$ cat src/hw/rtl/zvd_div.sv
// Restoring divider, one quotient bit per cycle, for the window mean.
// No dependencies.
`timescale 1ns / 1ps
`default_nettype none
module zvd_div #(
  parameter int NW = 40,
  parameter int DW = 9
) (
  input  wire logic          clk,
  input  wire logic          rst_n,
  input  wire logic          start,
  input  wire logic [NW-1:0] dividend,
  input  wire logic [DW-1:0] divisor,
  output logic               done,
  output logic      [NW-1:0] quotient
);

  localparam int CNTW = $clog2(NW + 1);

  logic            busy_r;
  logic            done_r;
  logic [CNTW-1:0] cnt_r;
  logic [NW-1:0]   quo_r;
  logic [DW:0]     rem_r;
  logic [DW-1:0]   dvs_r;

  logic [DW:0] rem_sh;
  logic        fits;

  assign rem_sh = {rem_r[DW-1:0], quo_r[NW-1]};
  assign fits   = rem_sh >= {1'b0, dvs_r};

  always_ff @(posedge clk) begin
    if (!rst_n) begin
      busy_r <= 1'b0;
      done_r <= 1'b0;
    end else begin
      done_r <= busy_r && (cnt_r == CNTW'(1));
      if (start) busy_r <= 1'b1;
      else if (cnt_r == CNTW'(1)) busy_r <= 1'b0;
    end
  end

  always_ff @(posedge clk) begin
    if (start) begin
      quo_r <= dividend;
      rem_r <= '0;
      dvs_r <= divisor;
      cnt_r <= CNTW'(NW);
    end else if (busy_r) begin
      // shift the next dividend bit in; quotient bits fill from the bottom
      rem_r <= fits ? (rem_sh - {1'b0, dvs_r}) : rem_sh;
      quo_r <= {quo_r[NW-2:0], fits};
      cnt_r <= cnt_r - CNTW'(1);
    end
  end

  assign done     = done_r;
  assign quotient = quo_r;

endmodule
`default_nettype wire

$ cat config.mk
export PLATFORM = sky130hd
export DESIGN_NAME = zvd_div
export DESIGN_NICKNAME = d
export VERILOG_FILES = /design/src/hw/rtl/zvd_div.sv
export SDC_FILE = /design/constraint.sdc
export NUM_CORES = 1
export LEC_CHECK = 0
export BUFFER_PORTS_ARGS = -buffer_cell sky130_fd_sc_hd__buf_2
export CORE_UTILIZATION = 37
export CTS_BUF_LIST = sky130_fd_sc_hd__clkbuf_16
export DETAILED_ROUTE_END_ITERATION = 10
export GPL_ROUTABILITY_DRIVEN = 0
export PLACE_DENSITY_LB_ADDON = 0.08
export SYNTH_ARGS = -nofsm -noshare
export SYNTH_HDL_FRONTEND = slang
export SYNTH_SLANG_ARGS = --single-unit
export TNS_END_PERCENT = 100
$ cat constraint.sdc
create_clock -name clk -period 5.8 [get_ports clk]
set_input_delay 0.58 -clock clk [delete_from_list [all_inputs] [get_ports clk]]
set_output_delay 0.58 -clock clk [all_outputs]
set_load 0.02 [all_outputs]
== Word-level counts from Yosys, hierarchy flattened ==
Cells that the tools add are included.

* Register bits: 66
* Input port bits: 52
* Output and inout bits: 41

* $add $sub $neg: 2
* Order comparisons: 1
* Equality and inequality tests: 1
* Mux-type cells: 5
* Reductions and logical operators: 3

{| class="wikitable"
|+ Operator list
! operator !! count
|-
| 40-bit 2-to-1 mux || 2
|-
| 10-bit by 9-bit greater-or-equal comparator with 1-bit output || 1
|-
| 9-bit 2-to-1 mux || 1
|-
| 9-bit subtractor || 1
|-
| 6-bit by 1-bit == test with 1-bit output, second input constant || 1
|-
| 6-bit by 1-bit subtractor with 6-bit output, second input constant || 1
|-
| 2-bit nonzero test || 2
|-
| 1-bit 2-to-1 mux || 2
|-
| 1-bit logical AND || 1
|}

== Longest topological paths before layout ==
* Depth after elaboration: 3
* Mapped depth: 10

== Worst setup path after synthesis ==
OpenSTA, ideal clock, no wires.

* Kind: flip-flop to flip-flop
* From: reg quo_r[39], in the netlist quotient[39]
* To: reg rem_r[0]
* Setup time: 0.088 ns
* Arrival: 2.449 ns
* Required time: 5.712 ns
* Slack: 3.263 ns
* Stages on the path, launching flop included: 11
* Buffers on the path: 1
* Period minus slack after synthesis: 2.537 ns
* Cell sequence: edfxtp_1 -> inv_1 -> ha_1 -> inv_1 -> fa_1 -> a211oi_2 -> o31ai_4 -> a211oi_4 -> buf_6 -> nand2_2 -> a311oi_2

* Word-level cells in the longest chain between the ends: 2
* Elaborated cells between the ends (all ways): 3
* Those cells by class: add/sub: 1; order compare: 1; mux: 1

{| class="wikitable"
|+ Ends and longest elaborated chain
! item !! line !! text
|-
| start, declared || 23 || <nowiki>logic [NW-1:0] quo_r;</nowiki>
|-
| start signal, assigned || 46 || <nowiki>quo_r <= dividend;</nowiki>
|-
| start signal, assigned || 53 || <nowiki>quo_r <= {quo_r[NW-2:0], fits};</nowiki>
|-
| 9-bit subtractor / 10-bit by 9-bit greater-or-equal comparator with 1-bit output (equally long branches) || 52, 31 ||
|-
| 9-bit 2-to-1 mux (*) || 52 || <nowiki>rem_r <= fits ? (rem_sh - {1'b0, dvs_r}) : rem_sh;</nowiki>
|-
| end signal, assigned || 52 ||
|-
| end, declared || 24 || <nowiki>logic [DW:0] rem_r;</nowiki>
|}

Every way passes the cells marked *; elsewhere a longest branch is shown, timed or not.
A chain may end at the register's enable or synchronous reset.

== Worst setup path after layout ==
* From: reg quo_r[39], in the netlist quotient[39]
* To: reg rem_r[1]

Same word-level chain as after synthesis.

==> results.md <==
* Outcome: completed
* Area leader, netlist: edfxtp_1
* R2R Path End: rem_r[1]$_SDFFE_PP0P_
* Cts bufs inserted at 9
* Syn. warnings at 0
* VDD IR-drop max at 216 µV
* Flops & latches, synth at 66
* Hold-fix buffer count after cts at 0
* Worst min-delay path category: input port to register
* Post-synth EDFFs at 49
* Hpwl dp at roughly 4400 µm
* CP Class: register to register
* Die width at ~94 µm
* CP Max Fanout at 15
* Max Fclk at between 0.3 and 0.4 GHz
* H-tree levels at 3
* Max-slew violations at 0
* Via/cell ratio at 4.91
* Initial antenna violation count at 0
* Critical path data required time at 5.96 ns
* Largest net degree at the start of global routing at 64
* Clk_lat worst skew at 0.32 ns
* First-pass GRT wire length at 10200 µm
* Logic pwr share at 0.174
* Pwr per Cell Area at 321 nW/µm²
* Core area at 8220 µm²
* Final WL at around 6500 µm
* Port Buffers at 92
* CTS Sinks at 66
* Post-route cell area at 3960 µm²
* Crit path from: quotient[39]$_DFFE_PP_
* # resized after CTS at 0
* Synth Cell Area at 3140 µm²
* CP arrival at a little under 3 ns
* Number of buffers on the longest clock path at 2
* Worst Setup EP: rem_r[1]$_SDFFE_PP0P_
* Worst reg-to-reg setup slack at ~3.0 ns
* Measured slew at the worst slew-check pin at 0.783 ns
* Share of cells above drive strength 1 at 0.453
* Final setup fails at 0
* Sequential-to-total area share from yosys stat at 0.576
* Minimum clock period at 2.76 ns
* Total GRT Usage at 0.157
* Setup bufs post-CTS at 0
* Number of diodes at 0
* Fin Setup TNS at 0 ns
* Top_reg_cell synth: edfxtp_1
* DRT Pass-1 Iters at 4
* Reg2reg start: quotient[39]$_DFFE_PP_
* Filler Cell Count at 766
* I/O pin cnt at 93
* Leak at between 1.5 and 2 nW
* Die area at 8870 µm²
* Placed cell area at 3710 µm²
* Slew HR at 0.478
* Area grow syn2layout at 25.9%
* Synth top area share at 0.468
* Synth cell types at 39
* Root Driver: clkbuf_16
* Hold Vio Cnt, Final at 0
* Vias in the first global route at 2069
* Switching Fraction at 0.265
* Routed via count at around 2200
* Unrepaired setup endpoints after global routing: false
* Worst Setup End Kind: register
* Die height at 94.2 µm
* Final ANT Viol Nets at 0
* Mapped Nets at 297
* Row cnt at 33
* R2R cell count at 9
* Share of total power in sequential cells at 0.459
* WL/cell at 14.7 µm
* Clk slew on worst S/H paths at 0.06 ns
* Initial core utilization at 0.383
* Async SR Flop Fraction at 0
* Crit share post-route at 0.476
* P_int at 935 µW
* Synth Instances at between 200 and 250
* Drt drc at 0
* Largest cells by area after synthesis: edfxtp_1 (47%), mux2_2 (14%), dfxtp_1 (11%)
* Maxcap violations at 0
* Drt first-iter violations at 145
* GRT overflow at 0
* Sw power at 337 µW
* Clock group share of total power at 0.367
* Mean post-synth cell area at between 10 and 15 µm²
* CTS tree: yes
* Clock Skews at slightly below 0.005 ns
* Layout Nets at ~400
* CP Launch Type: register
==> layout by cell type (no fill, tap or decap), types with 4 or more instances in the layout <==
cell type   n
mux2i_1     5
edfxtp_1   49
dfxtp_1    17
nor2_1     14
o31ai_1     4
mux2_2     39
a21oi_1     6
a211oi_1    4
nand2_1     6
inv_1      18
nor2b_1     4
xnor2_1     6
ha_1       11
clkbuf_16   9
buf_2      92
nand2b_1    5
==> cells by family after synthesis <==
| family | synth area share |
|---|---|
| DFF | 0.576 |
| muxes | 0.156 |
| buffers and inverters | 0.0358 |
| AOI/OAI and AO/OA | 0.0927 |
| adders and majority gates | 0.0501 |
| xor gates and xnor gates | 0.0251 |
| and+or+nand+nor | 0.0645 |
==> worst max-delay path, cell delays in order, from the launching register on <==
cell and delay (ns):
edfxtp_1 0.42, inv_1 0.08, ha_1 0.16, inv_1 0.05, fa_1 0.41, a211oi_2 0.30
o31ai_4 0.14, a211oi_4 0.69, mux2i_1 0.26, a211oi_1 0.08
==> per-stage QoR <==
stage	power (mW)	hold slack, ns	std cells	utilization	setup slack (ns)
after floorplan	0.745	0.426	233	-	3.26
after global placement	0.816	0.446	423	0.451	3.06
after detailed placement	0.815	0.467	423	0.451	3.05
after CTS	1.29	0.429	438	0.482	3.03
after global routing	1.33	0.424	438	0.482	2.81
final	1.27	0.439	438	0.482	3.04
==> state kept, by name, summed over array words and instances (netlist names) <==
name	cells
dvs_r	9
done	1
rem_r	9
cnt_r	6
quotient	40
busy_r	1
==> worst min path at each step <==
stage | to | cells past startpoint | start | slack, ns
2_1_floorplan | rem_r[8]$_SDFFE_PP0P_ | 2 | rem_r[8]$_SDFFE_PP0P_ | 0.43
3_3_place_gp | rem_r[8]$_SDFFE_PP0P_ | 2 | rem_r[8]$_SDFFE_PP0P_ | 0.45
3_5_place_dp | rem_r[8]$_SDFFE_PP0P_ | 2 | rem_r[8]$_SDFFE_PP0P_ | 0.47
4_1_cts | dvs_r[1]$_DFFE_PP_ | 1 | divisor[1] | 0.43
5_1_grt | dvs_r[3]$_DFFE_PP_ | 1 | divisor[3] | 0.42
6_report | dvs_r[1]$_DFFE_PP_ | 1 | divisor[1] | 0.44
==> synthesized netlist by cell type (all sizes together), types with 6 or more instances <==
cell,instances
nor2,14
ha,11
edfxtp,49
a21oi,6
a211oi,6
dfxtp,17
nand2,7
mux2,39
inv,16
clkbuf,8
xnor2,6
==> power by group through the flow <==
stage / clock network [mW] / registers, mW / logic [mW]
after floorplan: 0 / 0.628 / 0.117
after global placement: 0 / 0.593 / 0.222
after detailed placement: 0 / 0.593 / 0.222
after CTS: 0.478 / 0.585 / 0.224
after global routing: 0.499 / 0.590 / 0.241
final: 0.466 / 0.584 / 0.221
==> metal layers <==
layer,global-route usage,vias up,part of all wire
met5,0,-,0
met4,0.0500,0,0.011
met3,0.0672,4,0.066
met2,0.232,57,0.47
met1,0.204,1036,0.46
li1,-,1055,-
==> cell type report <==
cell class / count / area (µm²) / area share
inverters: 16 / 60.1 / 0.0152
clock inverters: 6 / 27.5 / 0.00695
multi-input cells: 141 / 1220 / 0.308
well taps: 105 / 131 / 0.0332
clock buffers: 9 / 225 / 0.0569
repair buffers: 95 / 483 / 0.122
flip-flops and latches: 66 / 1810 / 0.458
Note: power is estimated with default switching activity, not from simulation.
