**src/hw/rtl/zvd_pkg.sv**
```systemverilog
// Shared types and constants for the zero-velocity detector.
// No dependencies; zvd_norm, zero_velocity_detector and zvd_checker use this package.
`timescale 1ns / 1ps
`default_nettype none
package zvd_pkg;

  typedef struct packed {
    logic signed [31:0] accel_x;
    logic signed [31:0] accel_y;
    logic signed [31:0] accel_z;
    logic               window_end;
  } in_item_t;

  typedef struct packed {
    logic       stationary;
    logic [1:0] test_status;
    logic [7:0] still_count;
  } out_item_t;

  localparam logic [1:0] REG_WINDOW_SIZE = 2'd0;
  localparam logic [1:0] REG_REF_MEAN    = 2'd1;
  localparam logic [1:0] REG_REF_STD     = 2'd2;

  localparam logic [1:0] ST_TESTED   = 2'd0;
  localparam logic [1:0] ST_DISABLED = 2'd1;
  localparam logic [1:0] ST_TOO_FEW  = 2'd2;
  localparam logic [1:0] ST_INVALID  = 2'd3;

  localparam logic [7:0] STILL_LIMIT = 8'd5;
  localparam logic [7:0] COUNT_MAX   = 8'd255;
  localparam logic [31:0] F_FACTOR   = 32'd20;

  typedef enum logic [2:0] {
    S_IDLE, S_NORM, S_EVAL, S_DIV, S_VAR, S_MUL, S_CMP, S_EMIT
  } main_state_t;

  typedef enum logic [1:0] {
    NS_IDLE, NS_SQ, NS_ROOT
  } norm_state_t;

endpackage
`default_nettype wire

```
**src/hw/rtl/zvd_norm.sv**
```systemverilog
// Vector norm unit: squares three components on one multiplier, then takes
// the integer square root one result bit per cycle. Depends on zvd_pkg.
`timescale 1ns / 1ps
`default_nettype none
module zvd_norm (
  input  wire logic               clk,
  input  wire logic               rst_n,
  input  wire logic               start,
  input  wire logic signed [31:0] vx,
  input  wire logic signed [31:0] vy,
  input  wire logic signed [31:0] vz,
  output logic                    done,
  output logic             [31:0] norm
);

  zvd_pkg::norm_state_t state_r, state_nxt;

  logic [31:0] mag_r [3];
  logic [1:0]  idx_r;
  logic [63:0] prod_r;
  logic        prodv_r;
  logic [63:0] acc_r;
  logic [63:0] rem_r;
  logic [63:0] res_r;
  logic [63:0] bit_r;
  logic        done_r;
  logic [31:0] norm_r;

  logic [31:0] mag_sel;
  logic [63:0] trial;
  logic        take;
  logic [63:0] res_new;

  function automatic logic [31:0] magnitude(input logic signed [31:0] v);
    magnitude = v[31] ? (~v + 32'd1) : v;
  endfunction

  always_comb begin
    case (idx_r)
      2'd0:    mag_sel = mag_r[0];
      2'd1:    mag_sel = mag_r[1];
      2'd2:    mag_sel = mag_r[2];
      default: mag_sel = '0;
    endcase
  end

  assign trial   = res_r + bit_r;
  assign take    = rem_r >= trial;
  assign res_new = take ? ((res_r >> 1) + bit_r) : (res_r >> 1);

  always_comb begin
    state_nxt = state_r;
    case (state_r)
      zvd_pkg::NS_IDLE: if (start) state_nxt = zvd_pkg::NS_SQ;
      zvd_pkg::NS_SQ:   if (idx_r == 2'd3) state_nxt = zvd_pkg::NS_ROOT;
      zvd_pkg::NS_ROOT: if (bit_r == 64'd1) state_nxt = zvd_pkg::NS_IDLE;
      default:          state_nxt = zvd_pkg::NS_IDLE;
    endcase
  end

  always_ff @(posedge clk) begin
    if (!rst_n) begin
      state_r <= zvd_pkg::NS_IDLE;
      done_r  <= 1'b0;
    end else begin
      state_r <= state_nxt;
      done_r  <= (state_r == zvd_pkg::NS_ROOT) && (bit_r == 64'd1);
    end
  end

  always_ff @(posedge clk) begin
    case (state_r)
      zvd_pkg::NS_IDLE: begin
        mag_r[0] <= magnitude(vx);
        mag_r[1] <= magnitude(vy);
        mag_r[2] <= magnitude(vz);
        idx_r    <= 2'd0;
        acc_r    <= '0;
        prodv_r  <= 1'b0;
      end
      zvd_pkg::NS_SQ: begin
        // product of the previous cycle lands in the accumulator
        prod_r  <= mag_sel * mag_sel;
        prodv_r <= idx_r != 2'd3;
        idx_r   <= idx_r + 2'd1;
        if (prodv_r) acc_r <= acc_r + prod_r;
        if (idx_r == 2'd3) begin
          rem_r <= acc_r + prod_r;
          res_r <= '0;
          bit_r <= 64'd1 << 62;
        end
      end
      zvd_pkg::NS_ROOT: begin
        if (take) rem_r <= rem_r - trial;
        res_r <= res_new;
        bit_r <= bit_r >> 2;
        if (bit_r == 64'd1) norm_r <= res_new[31:0];
      end
      default: ;
    endcase
  end

  assign done = done_r;
  assign norm = norm_r;

endmodule
`default_nettype wire

```
**config.mk**
```make
export PLATFORM = sky130hd
export DESIGN_NAME = zvd_norm
export DESIGN_NICKNAME = d
export VERILOG_FILES = /design/src/hw/rtl/zvd_pkg.sv /design/src/hw/rtl/zvd_norm.sv
export SDC_FILE = /design/constraint.sdc
export NUM_CORES = 2
export LEC_CHECK = 0
export ABC_AREA = 1
export BUFFER_PORTS_ARGS = -buffer_cell sky130_fd_sc_hd__buf_2
export CAP_MARGIN = 10
export CORE_MARGIN = 3
export CORE_UTILIZATION = 40
export DETAILED_ROUTE_END_ITERATION = 8
export HOLD_SLACK_MARGIN = 0.06
export PLACE_DENSITY = 0.54
export SLEW_MARGIN = 5
export SYNTH_ARGS = -nofsm -noshare
export SYNTH_HDL_FRONTEND = slang
export SYNTH_SLANG_ARGS = --single-unit
export TNS_END_PERCENT = 30
```
**constraint.sdc**
```tcl
create_clock -name clk -period 17.9 [get_ports clk]
set_clock_uncertainty 0.1 [all_clocks]
set_input_delay 0.895 -clock clk [delete_from_list [all_inputs] [get_ports clk]]
set_output_delay 0.895 -clock clk [all_outputs]
set_load 0.01 [all_outputs]
```
Yosys cells after proc, flatten, opt, wreduce, memory -nomap -nowiden
Memories as Yosys holds them, arrays and structs flattened.
Cells that the tools add are included.
{"block": "totals", "out_inout_bits": 33, "mem_bits_rw": 96, "elab_cells": 68, "inputBits": 99, "mem_count": 1, "register_bits": 358}
{"block": "classes", "multipliers": 1, "magnitude_cmp": 1, "reduce_logical": 10, "n_bitwise": 3, "eq_ne": 12, "addsub": 8, "mux": 22}
{"name": "mag_r", "depth": 3, "word_bits": 32, "read_ports": 3, "rd_ports_with_merged_regs": 0, "write_ports": 3, "line_no": "zvd_norm.sv:18", "source": "logic [31:0] mag_r [3];"}
{"op": "one-hot mux 64 bit (2 select lines)", "n": 4}
{"op": "2-to-1 mux 64 bit", "n": 6}
{"op": "adder 64 bit", "n": 2}
{"op": "adder 32 x 1 -> 32 bit, second input constant", "n": 3}
{"op": "2-to-1 mux 32 bit", "n": 3}
{"op": "NOT 32 bit", "n": 3}
{"op": "one-hot mux 32 bit (3 select lines)", "n": 1}
{"op": "adder 63 x 64 -> 64 bit", "n": 1}
{"op": "equality test 64 x 1 -> 1 bit, second input constant", "n": 1}
{"op": "greater-or-equal comparator 64 bit", "n": 1}
{"op": "multiplier 32 x 32 -> 64 bit", "n": 1}
{"op": "subtractor 64 bit", "n": 1}
{"op": "!= test 2 bit, second input constant", "n": 6}
{"op": "equality test 2 bit, second input constant", "n": 3}
{"op": "2-to-1 mux 2 bit", "n": 3}
{"op": "one-hot mux 2 bit (3 select lines)", "n": 1}
{"op": "AND reduction 2 bit", "n": 3}
{"op": "AND reduction 3 bit", "n": 2}
{"op": "equality test 2 x 1 -> 1 bit, second input constant", "n": 2}
{"op": "logical NOT 2 bit", "n": 2}
{"op": "one-hot mux 2 bit (2 select lines)", "n": 1}
{"op": "nonzero test 2 bit", "n": 2}
{"op": "adder 2 x 1 -> 2 bit, second input constant", "n": 1}
{"op": "2-to-1 mux 1 bit", "n": 2}
{"op": "other kinds (2)", "n": 2}

Logic depth before layout (Yosys ltp)
{"block": "logic_depth", "word_depth": 4, "depth_mapped": 36, "ltp_nobuf": 35}

Worst setup path after synthesis
No wires, ideal clock.
{"block": "synth_timing", "path_kind": "reg2reg", "startpoint": "reg idx_r[0]", "endpoint": "reg prod_r[62] (data pin)", "n_path_buf": 3, "setup_ns": 0.252, "arrival_time_ns": 7.262, "path_stages_with_launch": 30, "required_ns": 17.548, "setup_slack_ns": 10.286, "period_less_slack_ns": 7.614, "cell_sequence": "edfxtp_1 > ha_1 > buf_2 > nand2_1 > nand3_1 > nand2_1 > clkbuf_1 > clkbuf_1 > nor2_1 > fa_1 > inv_1 > fa_1 > fa_1 > fa_1 > inv_1 > fa_1 > fa_1 > fa_1 > inv_1 > fa_1 > inv_1 > ha_1 > a21oi_1 > o21ai_0 > a21oi_1 > o21ai_0 > a21oi_1 > nand2_1 > nand2_1 > nand2_1"}
{"block": "synth_via", "elab_chain_cells": 3, "elab_cells_between_ends": 5, "cone_classes": "1 x mul; 2 x eq/ne; 1 x mux; 1 x reduce/logical"}
{"item": "from (decl)", "line_no": "zvd_norm.sv:19", "source": "logic [1:0] idx_r;"}
{"item": "from (signal assigned)", "line_no": "zvd_norm.sv:85", "source": "idx_r <= idx_r + 2'd1;"}
{"item": "equality test 2 bit, or another cell as far along", "line_no": "zvd_norm.sv:39", "source": "case (idx_r)"}
{"item": "one-hot mux 32 bit (3 select lines) (*)", "line_no": "zvd_norm.sv:39"}
{"item": "multiplier 32 x 32 -> 64 bit (*)", "line_no": "zvd_norm.sv:83", "source": "prod_r <= mag_sel * mag_sel;"}
{"item": "to (signal assigned)", "line_no": "zvd_norm.sv:83"}
{"item": "to (decl)", "line_no": "zvd_norm.sv:20", "source": "logic [63:0] prod_r;"}
Mark *: on every way between the ends. The rest lies on a longest branch, timed or not.
A chain may end at the register's enable or synchronous reset.

Worst setup path after layout
{"block": "layout_timing", "startpoint": "reg idx_r[1]", "endpoint": "reg prod_r[61] (data pin)"}
Same word-level chain as after synthesis.

==> run summary <==
The run finished with clean final reports. The share of synthesized area in the top cell type comes to 23.9%. The number of vias in the routed layout is 60000.

Summed over all layers, the global routing overflow is 0. The achievable clock frequency came out at 0.0941 GHz. The family with the most delay on the worst path is adder cells. The number of top-level pins came out at 132. Among all stages on the critical path, the largest delay is contributed by sky130_fd_sc_hd__ha_1. The die covers 0.172 mm². The share of layout cells above drive strength 1 came out at 3.70%.

The number of max-slew violations in the final report is 0. The worst slew margin relative to its limit is 20.4%. The number of clock buffers inserted by TritonCTS is 57.

In the finished design, the share of the clock period the worst path needs comes to 59.4%. The number of inserted filler cells in the final layout came out at 17100. The final hold violation count came to 0. The number of nets handed over by synthesis was 10600. Yosys printed 0 warnings. The cell area that synthesis handed to floorplanning was 0.0668 mm². The peak per-stage delay on the critical path came out at 0.95 ns.

The worst setup path is of the reg2reg kind. The adder and majority cell fraction of the synthesized area is 32.9%. The number of antenna violations at the first check in global routing is 3. The synthesized netlist devotes 25.6% of its cell area to simple gates. Together, buffers and inverters on the worst path number 8. The number of levels the H-tree was split into is 2. Setup repair after global routing left no endpoint under its margin.

The compound-gate portion of the synthesized area came out at 6.08%. The count of inserted antenna diode cells came out at 0. The detail-routed net length per standard cell came out at 23.1 µm. Summing the sequential cell areas from Yosys gives 18.9% of the chip area. The standard-cell row count came out at 149.

After legalization and detailed placement, the total HPWL measured 225000 µm. The mean instance size in the synthesized netlist is 7.27 µm². Buffers added to address setup during post-CTS repair amount to 0. The count of routing violations after the opening detailed-route iteration is 5296. The multiplexer share of the synthesized area came out at 0.0300%.

The overall die height came out at 415 µm. The endpoint class of the critical path is a flip-flop. Dividing the detail-routed via count by the number of cells gives 5.21. The setup slack of the most critical reg-to-reg path is 7.27 ns.

The number of buffers on the longest clock path is 3. By area, the combinational part of the netlist is dominated by adder cells. The total core area came out at 0.165 mm². Clock-pin slew was measured on the worst setup and hold paths at 0.06 ns. The number of enable-type register cells in the synthesized netlist is 418. Synthesis inferred 421 register bits.

Across the run, the number of max-cap violations was 0. The total clock sinks is 421. In this run the horizontal extent of the chip is 415 µm. The clock latency on the worst-skew pair is 0.74 ns. Of all cell types, the one taking the most synthesized area is sky130_fd_sc_hd__fa_1. The number of antenna-violating nets in the routed design is 0. The XOR/XNOR share of the synthesized area is 3.88%.

The fraction of registers with async set or reset after synthesis is 0%. The count of buffers added on input and output ports is 131. The class of the tightest hold or removal check is in2reg. The number of optimization iterations in the first detailed-route pass came out at 8. The tree is rooted in a sky130_fd_sc_hd__clkbuf_16. Gates resized during post-CTS repair numbered 0.

Among all flip-flop cells after synthesis, the most frequent one is sky130_fd_sc_hd__edfxtp_1. The data required time at the worst endpoint is 18.27 ns. The area added between synthesis and finish is 7.73%. The first-pass GRT wire length came out at 395000 µm. The final wirelength came out at 266000 µm. The kind of start point of the critical path is a flip-flop. TritonCTS built the clock tree. The final routed DRC violation total is 0. For the pin with the worst max-slew slack, the measured transition is 1.19 ns. The final period demand of the worst path is 10.63 ns. The critical path data arrival time came out at 11.00 ns. After synthesis, the cell types taking the most area are sky130_fd_sc_hd__fa_1 24%, sky130_fd_sc_hd__edfxtp_1 19%, sky130_fd_sc_hd__nand2_1 13%. The final weighted congestion in routability-driven placement came out at 0.977.

The initial utilization of the core area, before any placement, comes to 40.4%. Setup violations remaining at the end of the flow were counted as 0. The most frequent cell after synthesis is sky130_fd_sc_hd__nand2_1. The final net count came out at 10700.

The number of buffers inserted by hold repair at cts came out at 0. The synthesized instance count came out at 9183. The maximum number of pins on one net before global-route repair came out at 78. Sorting the synthesized cells by how often they occur yields 2344 x sky130_fd_sc_hd__nand2_1, 2080 x sky130_fd_sc_hd__inv_1, 1172 x sky130_fd_sc_hd__nor2_1. The total negative slack for setup checks is 0 ns. The overall routing resource usage is 30.9%. The number of distinct standard cells referenced by the synthesized netlist came out at 54. The most common cell type on the critical path is sky130_fd_sc_hd__fa_1. The largest fanout of any net on the critical path came out at 32. The number of global-route vias before repair is 61200.
==> metrics by stage <==
stage	std cells	hold slack, ns	utilization, %	instance area, µm²	setup slack, ns
finish	11500	0.310	43.5	71900	7.27
detailed placement	11400	0.524	42.3	70000	7.28
global route	11500	0.283	43.5	71900	6.68
floorplan	9183	0.458	-	66800	10.29
CTS	11500	0.262	43.5	71900	7.30
global placement	11400	0.509	42.3	70000	7.25
==> state kept, by name (all words and copies together), names as in the netlist <==
register / flops
bit_r: 32
prodv_r: 1
state_r: 2
mag_r: 96
acc_r: 64
res_r: 64
idx_r: 2
done: 1
prod_r: 63
norm: 32
rem_r: 64
==> placed cells by master, fill, tap and decap left out, types with 6 or more instances in the layout <==
cell type	n
sky130_fd_sc_hd__o21ai_0	253
sky130_fd_sc_hd__clkinv_1	8
sky130_fd_sc_hd__buf_2	131
sky130_fd_sc_hd__and2_1	10
sky130_fd_sc_hd__buf_4	50
sky130_fd_sc_hd__ha_1	484
sky130_fd_sc_hd__o21a_1	9
sky130_fd_sc_hd__clkbuf_1	6
sky130_fd_sc_hd__a21boi_0	9
sky130_fd_sc_hd__fa_1	796
sky130_fd_sc_hd__a21o_1	19
sky130_fd_sc_hd__inv_6	7
sky130_fd_sc_hd__bufinv_16	7
sky130_fd_sc_hd__nor4_1	17
sky130_fd_sc_hd__nand2_1	2339
sky130_fd_sc_hd__o21bai_1	67
sky130_fd_sc_hd__inv_1	2078
sky130_fd_sc_hd__nand3b_1	64
sky130_fd_sc_hd__nor2_1	1168
sky130_fd_sc_hd__o21ai_1	6
sky130_fd_sc_hd__inv_2	9
sky130_fd_sc_hd__edfxtp_1	418
sky130_fd_sc_hd__a31oi_1	10
sky130_fd_sc_hd__nor3_1	88
sky130_fd_sc_hd__xor2_1	188
sky130_fd_sc_hd__clkbuf_16	57
sky130_fd_sc_hd__nand4_1	62
sky130_fd_sc_hd__clkinv_2	8
sky130_fd_sc_hd__or2_2	6
sky130_fd_sc_hd__xnor2_1	108
sky130_fd_sc_hd__a21oi_2	14
sky130_fd_sc_hd__nand2_2	21
sky130_fd_sc_hd__nand3_1	418
sky130_fd_sc_hd__a21oi_1	325
==> worst register-to-register path, delay by kind of cell (launching register included) <==
family	cells	cell delay, ns
adders and majority gates	10	5.40
AOI/OAI and AO/OA	5	1.41
and+or+nand+nor	7	1.87
DFF	1	0.42
buffers and inverters	8	1.24
==> metal layers <==
| layer | vias to the layer above | track usage (%) | part of all wire (%) |
|---|---|---|---|
| met5 | - | 0 | 0 |
| met3 | 531 | 4.57 | 6.7 |
| met2 | 2121 | 51.9 | 47 |
| met1 | 29200 | 38.9 | 40 |
| met4 | 0 | 15.1 | 5.9 |
| li1 | 28200 | - | - |
==> worst paths after layout <==
check / end / cells past startpoint / from
setup / recovery: prod_r[61]$_DFFE_PP_ / 30 / idx_r[1]$_SDFFCE_PN0P_
hold / removal: mag_r[0][64]$_DFFE_PP_ / 1 / vz[0]
setup reg to reg: prod_r[61]$_DFFE_PP_ / 30 / idx_r[1]$_SDFFCE_PN0P_
hold reg to reg: idx_r[0]$_SDFFCE_PN0P_ / 1 / idx_r[0]$_SDFFCE_PN0P_
==> kinds of logic after synthesis <==
group                    Yosys count
AND/OR/NAND/NOR                 4218
buffers and inverters           2233
adder cells (fa/ha/maj)         1280
AO/OA/AOI/OAI                    733
flip-flops                       421
XOR/XNOR                         296
multiplexers                       2
==> layout make-up <==
cell class	instances	area [µm²]	area share (%)
Inverter	2090	7850	10.9
Clock buffer	63	1450	2.01
Tap cell	2189	2740	3.81
Timing Repair Buffer	181	1030	1.43
Sequential cell	421	12600	17.5
Clock inverter	41	484	0.673
Multi-Input combinational cell	6529	45800	63.6
Power is left out: the tool's default activity adds up to more than one toggle a clock period on the data nets, which glitch-free logic cannot reach.
